## config.mk

```make
export PLATFORM = sky130hd
export DESIGN_NAME = crcfc_frame_track
export DESIGN_NICKNAME = d
export VERILOG_FILES = /design/src/rtl/crcfc_pkg.sv /design/src/rtl/crcfc_frame_track.sv
export SDC_FILE = /design/constraint.sdc
export NUM_CORES = 1
export LEC_CHECK = 0
export BUFFER_PORTS_ARGS = -buffer_cell sky130_fd_sc_hd__buf_2
export CAP_MARGIN = 15
export CORE_ASPECT_RATIO = 0.6
export CORE_UTILIZATION = 40
export DETAILED_ROUTE_END_ITERATION = 7
export PLACE_DENSITY = 0.65
export SLEW_MARGIN = 20
export SYNTH_ARGS = -nofsm -noshare
export SYNTH_HDL_FRONTEND = slang
export SYNTH_SLANG_ARGS = --single-unit
export TNS_END_PERCENT = 20
```

## constraint.sdc

```tcl
create_clock -name clk -period 9.9 [get_ports clk]
set_clock_uncertainty 0.15 [all_clocks]
set_input_delay 1.98 -clock clk [delete_from_list [all_inputs] [get_ports clk]]
set_output_delay 1.98 -clock clk [all_outputs]
set_load 0.03 [all_outputs]
```

## src/rtl/crcfc_pkg.sv

```systemverilog
// shared types, frame constants and the crc byte update for the crc16 frame checker
package crcfc_pkg;

  localparam int PAYLOAD_BYTES = 18;
  localparam int FRAME_BYTES   = 20;
  localparam int PosW          = $clog2(FRAME_BYTES);

  localparam logic [15:0] CRC_INIT    = 16'hFFFF;
  localparam logic [15:0] CRC_POLY    = 16'hA001;
  localparam logic [7:0]  CMD_STATUS  = 8'h03;
  localparam logic [7:0]  CMD_START   = 8'h05;
  localparam logic [7:0]  STATUS_DONE = 8'h02;
  localparam logic [7:0]  RESULT_OK   = 8'h00;

  localparam logic [PosW-1:0] POS_CMD     = PosW'(1);
  localparam logic [PosW-1:0] POS_STATUS  = PosW'(2);
  localparam logic [PosW-1:0] POS_RESULT  = PosW'(4);
  localparam logic [PosW-1:0] POS_TRAILER = PosW'(PAYLOAD_BYTES);
  localparam logic [PosW-1:0] POS_LAST    = PosW'(FRAME_BYTES - 1);

  typedef struct packed {
    logic [7:0] rx_byte;
    logic       frame_start;
  } item_t;

  typedef struct packed {
    logic        crc_good;
    logic [7:0]  command;
    logic        motor_done_ok;
    logic        start_acknowledged;
    logic [15:0] computed_crc;
  } result_t;

  // reflected crc-16, eight bit steps unrolled
  function automatic logic [15:0] crc_add_byte(input logic [15:0] crc_in,
                                                input logic [7:0]  b);
    logic [15:0] c;
    c = crc_in ^ {8'h00, b};
    for (int k = 0; k < 8; k++) begin
      if (c[0]) begin
        c = (c >> 1) ^ CRC_POLY;
      end else begin
        c = c >> 1;
      end
    end
    return c;
  endfunction

endpackage

```

## src/rtl/crcfc_frame_track.sv

```systemverilog
// frame position, running crc, kept header bytes and the end-of-frame verdict
module crcfc_frame_track (
  input  logic              clk,
  input  logic              rst,
  input  logic              step,
  input  crcfc_pkg::item_t  beat,
  output logic              has_result,
  output crcfc_pkg::result_t verdict
);

  logic [crcfc_pkg::PosW-1:0] byte_position;
  logic [crcfc_pkg::PosW-1:0] byte_position_next;
  logic [15:0]                crc_register;
  logic [15:0]                crc_register_next;
  logic [7:0]                 command_hold;
  logic [7:0]                 command_hold_next;
  logic [7:0]                 status_hold;
  logic [7:0]                 status_hold_next;
  logic [7:0]                 result_hold;
  logic [7:0]                 result_hold_next;
  logic [7:0]                 trailer_low;
  logic [7:0]                 trailer_low_next;

  logic [crcfc_pkg::PosW-1:0] pos;
  logic [15:0]                crc_base;
  logic [15:0]                crc_upd;
  logic                       good;

  always_comb begin
    pos      = beat.frame_start ? '0 : byte_position;
    crc_base = beat.frame_start ? crcfc_pkg::CRC_INIT : crc_register;

    crc_upd = (pos < crcfc_pkg::POS_TRAILER) ?
              crcfc_pkg::crc_add_byte(crc_base, beat.rx_byte) : crc_base;
    command_hold_next = (pos == crcfc_pkg::POS_CMD)     ? beat.rx_byte : command_hold;
    status_hold_next  = (pos == crcfc_pkg::POS_STATUS)  ? beat.rx_byte : status_hold;
    result_hold_next  = (pos == crcfc_pkg::POS_RESULT)  ? beat.rx_byte : result_hold;
    trailer_low_next  = (pos == crcfc_pkg::POS_TRAILER) ? beat.rx_byte : trailer_low;

    has_result = (pos >= crcfc_pkg::POS_LAST);
    good       = (crc_upd == {beat.rx_byte, trailer_low_next});

    verdict.crc_good           = good;
    verdict.command            = command_hold_next;
    verdict.motor_done_ok      = good && (command_hold_next == crcfc_pkg::CMD_STATUS) &&
                                 (status_hold_next == crcfc_pkg::STATUS_DONE) &&
                                 (result_hold_next == crcfc_pkg::RESULT_OK);
    verdict.start_acknowledged = good && (command_hold_next == crcfc_pkg::CMD_START);
    verdict.computed_crc       = crc_upd;

    // frame end rewinds to a fresh frame
    if (has_result) begin
      byte_position_next = '0;
      crc_register_next  = crcfc_pkg::CRC_INIT;
    end else begin
      byte_position_next = pos + 1'b1;
      crc_register_next  = crc_upd;
    end
  end

  always_ff @(posedge clk) begin
    if (rst) begin
      byte_position <= '0;
      crc_register  <= crcfc_pkg::CRC_INIT;
      command_hold  <= '0;
      status_hold   <= '0;
      result_hold   <= '0;
      trailer_low   <= '0;
    end else if (step) begin
      byte_position <= byte_position_next;
      crc_register  <= crc_register_next;
      command_hold  <= command_hold_next;
      status_hold   <= status_hold_next;
      result_hold   <= result_hold_next;
      trailer_low   <= trailer_low_next;
    end
  end

endmodule

```

# --- Word-level counts from Yosys, hierarchy flattened ---
# Index checks and enable logic that the tools add are counted.
classes:
  n_addsub: 1
  order_cmp: 2
  eq_ne: 8
  mux: 17
  n_bitwise: 9
  reduce_logical: 5
ops:
  columns: ["operator", "n"]
  rows:
  - ["16-bit 2-to-1 mux", 11]
  - ["8-bit 2-to-1 mux", 4]
  - ["2-bit NOT with 3-bit output", 8]
  - ["16-bit equality test", 1]
  - ["8-bit by 2-bit equality test with 1-bit output (second input constant)", 2]
  - ["16-bit by 8-bit XOR with 16-bit output", 1]
  - ["5-bit 2-to-1 mux", 2]
  - ["8-bit by 3-bit equality test with 1-bit output (second input constant)", 1]
  - ["8-bit logical NOT", 1]
  - ["5-bit by 1-bit adder with 5-bit output (second input constant)", 1]
  - ["5-bit by 1-bit equality test with 1-bit output (second input constant)", 1]
  - ["5-bit by 2-bit equality test with 1-bit output (second input constant)", 1]
  - ["5-bit by 3-bit equality test with 1-bit output (second input constant)", 1]
  - ["5-bit equality test (second input constant)", 1]
  - ["5-bit >= comparator (second input constant)", 1]
  - ["5-bit less-than comparator (second input constant)", 1]
  - ["1-bit logical AND", 4]
word_totals:
  regBits: 53
  input_bits: 12
  output_inout_bits: 28
  word_cells: 48

# --- Depth between registers and ports, before layout ---
logic_depth:
  ltp_word: 23
  ltp_mapped: 16
  mapped_depth_nobuf: 12

# --- Worst setup path after synthesis ---
# Ideal clock, no wire load.
synth_path:
  path_kind: "input -> output"
  from: "input port beat[0] in the netlist's numbering"
  to: "output port verdict[16] in the netlist's numbering"
  t_arrival_ns: 5.227
  required_time_ns: 7.770
  path_slack_ns: 2.543
  stages: 15
  n_path_buf: 3
  path_cell_list: "buf_2 > inv_1 > clkbuf_1 > nand2_1 > inv_1 > ha_1 > buf_1 > inv_1 > o21ai_2 > a22oi_1 > or4b_1 > nand4bb_1 > nor4_1 > o311ai_1 > nor3_1"
synth_rtl:
  columns: ["item", "line", "source"]
  rows:
  - ["from (decl)", "crcfc_frame_track.sv:6", "input crcfc_pkg::item_t beat,"]
  - ["to (decl)", "crcfc_frame_track.sv:8", "output crcfc_pkg::result_t verdict"]

==> results.toml <==
[outcome]
status = "finished clean"

[timing]
finalSetupViolCount = 0
fin_tns_setup_ps = 0
grt_setup_unrepaired = "false"
drv_slew = 0
hold_viol = 0
worst_pin_slew_ps = 987
slew-limit-headroom_pct = 34.2
min_period_ps = 7400
fin_crit_sh_pct = 74.7
clock.fmax_ghz = 0.135

[clock_network]
cts_made_buffers = 5
cts_resized = 0
cts_max_level = 2
cts_hold_buf = 0
root_buffer = "clkbuf_16"
cts.sinks = 53
postCtsSetupBuffers = 0
clk_pin_slew_worst_paths_ps = 70
cts_tree = "done"
cts_max_path_buffers = 2
clk_latency_ps = 300

[global_routing]
grt_pass1_vias = 2872
grt_max_degree = 55
overflow = 0
antenna_found_initial = 0
grt_use_total_pct = 22.8
grt_pass1_wl_mm = 15.7

[synth]
ys_top_cells_by_count = "53 x dfxtp_1, 52 x nor2_1, 42 x nand2_1, 28 x nand3_1"
synth_ff_type = "dfxtp_1"
synthAdderAreaFrac_pct = 1.42
synth_compound_area_share_pct = 14.5
yosys.area.top_type_share_pct = 30.1
synth_cells = 448
synth_edf_count = 0
seq_area_frac_synth_pct = 30.1
yosysMostFrequentCell = "dfxtp_1"
ys_top_cells_by_area = "dfxtp_1 30%, mux2i_1 7.4%, xnor2_1 6.5%"
synth_mux_area_share_pct = 9.29
syn_area_sq_um = 3530
synth_top_family_by_area = "simple AND/OR/NAND/NOR gates"
yosysWarningCount = 0
synth_xor_area_share_pct = 12.7
synth_nets = 464
yosys.area_share.simple_pct = 26.8
synth_cell_type_count = 53
ys_ff_latch = 53
synth_area_per_cell_sq_um = 7.88
synthArstFlopShare_pct = 0
yosysTopAreaCell = "dfxtp_1"

[route]
drt-total-wl_mm = 9.96
vias = 3263
via_per_inst = 5.68
drtPass1Iterations = 5
routedWlPerCell_um = 17.4
dr.first_iter.drc_count = 261
drc_errors = 0
ant_nets = 0

[power_and_ir_drop]
p_seq_share_pct = 39.7
total_power_mw = 0.587
cellPowerDensity_nw_per_um2 = 152
p_comb_share_pct = 29.2
ir_drop_uv = 70.1
clkPwrFrac_pct = 31.1
power_switching_mw = 0.203
power.internal_mw = 0.385
power_leakage_nw = 1.59
swShare_pct = 34.5

[critical_path]
worst_setup_path_start_kind = "primary input"
path_cells = "buf_2, inv_1, nand2_1, ha_1, inv_1, o21ai_2, a22oi_1, or4b_1, nand4bb_1, nor4_1, o311ai_1, nor3_1, buf_2"
cp_slowest_cell = "or4b_1"
end_kind = "output port"
crit_family = "simple AND/OR/NAND/NOR gates"
cp.required_ps = 7770
path_max_fanout = 21
crit_type = "primary input to output port"
max_stage_delay_ps = 530
arrival_ps = 5270
crit_buf_inv = 4

[placement]
io_buffer_count = 39
dp.cells = 566
place_hpwl_mm = 7.16
placed_area_sq_um = 3720
gp_congestion = 0.907

[finish]
fin_area_sq_um = 3880
fin_cells = 574
syn_to_final_growth_pct = 9.89
final_layout_size_suffix_gt1_share_pct = 13.0
n_antenna_cell = 0
final_nets = 477
fin_util_pct = 45.5

[floorplanning]
ioPinCount = 40
core_sq_um = 8520
fp.dieH_um = 74.8
die_x_um = 123
start_util_pct = 41.4
num_rows = 26
dieArea_sq_um = 9210

[worst_hold_path]
hold_path_class = "flip-flop to flip-flop"

[run]
drv_cap = 0
-- path summary, 6_finish.rpt --
kind / from / to / slack, ps / cells past startpoint
max: beat[0] / verdict[17] / 2500 / 13
min: status_hold[1] / status_hold[1] / 310 / 2
max reg2reg: byte_position[1] / status_hold[7] / 7170 / 8
min reg2reg: status_hold[1] / status_hold[1] / 310 / 2
-- kinds of logic after synthesis --
family,count (synthesis)
buf+inv,43
mux,32
fa+ha+maj,4
compound gates,82
flops,53
xor+xnor,46
simple gates,188
-- registers in the layout (all words and copies together), names as in the netlist --
name	flops
byte_position	5
command_hold	8
crc_register	16
result_hold	8
status_hold	8
trailer_low	8
-- power by group through the flow --
stage                     sequential [mW]  combinational (mW)  clock, mW
after CTS                           0.233               0.171      0.188
after global placement              0.237               0.168          0
after floorplan                     0.233               0.132          0
final                               0.233               0.172      0.182
after detailed placement            0.238               0.170          0
after global routing                0.234               0.184      0.196
-- per-layer routing --
metal | wire length [um] | GRT usage (%)
met1 | 5130 | 35.6
met2 | 3920 | 31.3
met3 | 786 | 4.09
met4 | 133 | 6.96
met5 | 0 | 0
-- layout make-up --
cell class / instances / area, sq um
fillers: 855 / 4650
multi-input cells: 352 / 2280
flip-flops and latches: 53 / 1060
repair buffers: 41 / 210
well taps: 112 / 140
clock buffers: 6 / 139
inverters: 8 / 30.0
clock inverters: 2 / 13.8
-- worst reg2reg max path, cell delays in order, from the launching register on --
cell,delay (ps)
dfxtp_1,420
nand2_1,130
inv_1,100
ha_1,310
inv_1,160
nor2_1,680
nand2_1,360
nand2_1,170
a21oi_1,80
-- cell usage in the layout, fill, tap and decap left out, types with 7 or more instances in the layout --
cell type,synthesis,layout
a21oi_1,18,18
buf_2,3,39
dfxtp_1,53,53
inv_1,8,8
mux2i_1,26,26
nand2_1,42,42
nand2b_1,19,19
nand3_1,28,28
nor2_1,52,52
nor3_1,10,10
nor4_1,7,7
o21ai_0,20,20
o22ai_1,15,15
xnor2_1,26,26
xor2_1,17,17
-- metrics by stage --
step | worst slack [ps] | hold WS (ps)
after global routing | 2150 | 328
after detailed placement | 2540 | 300
after floorplan | 2540 | 282
final | 2500 | 313
after global placement | 2650 | 289
after CTS | 2520 | 310
Note: power is estimated with default switching activity, not from simulation.
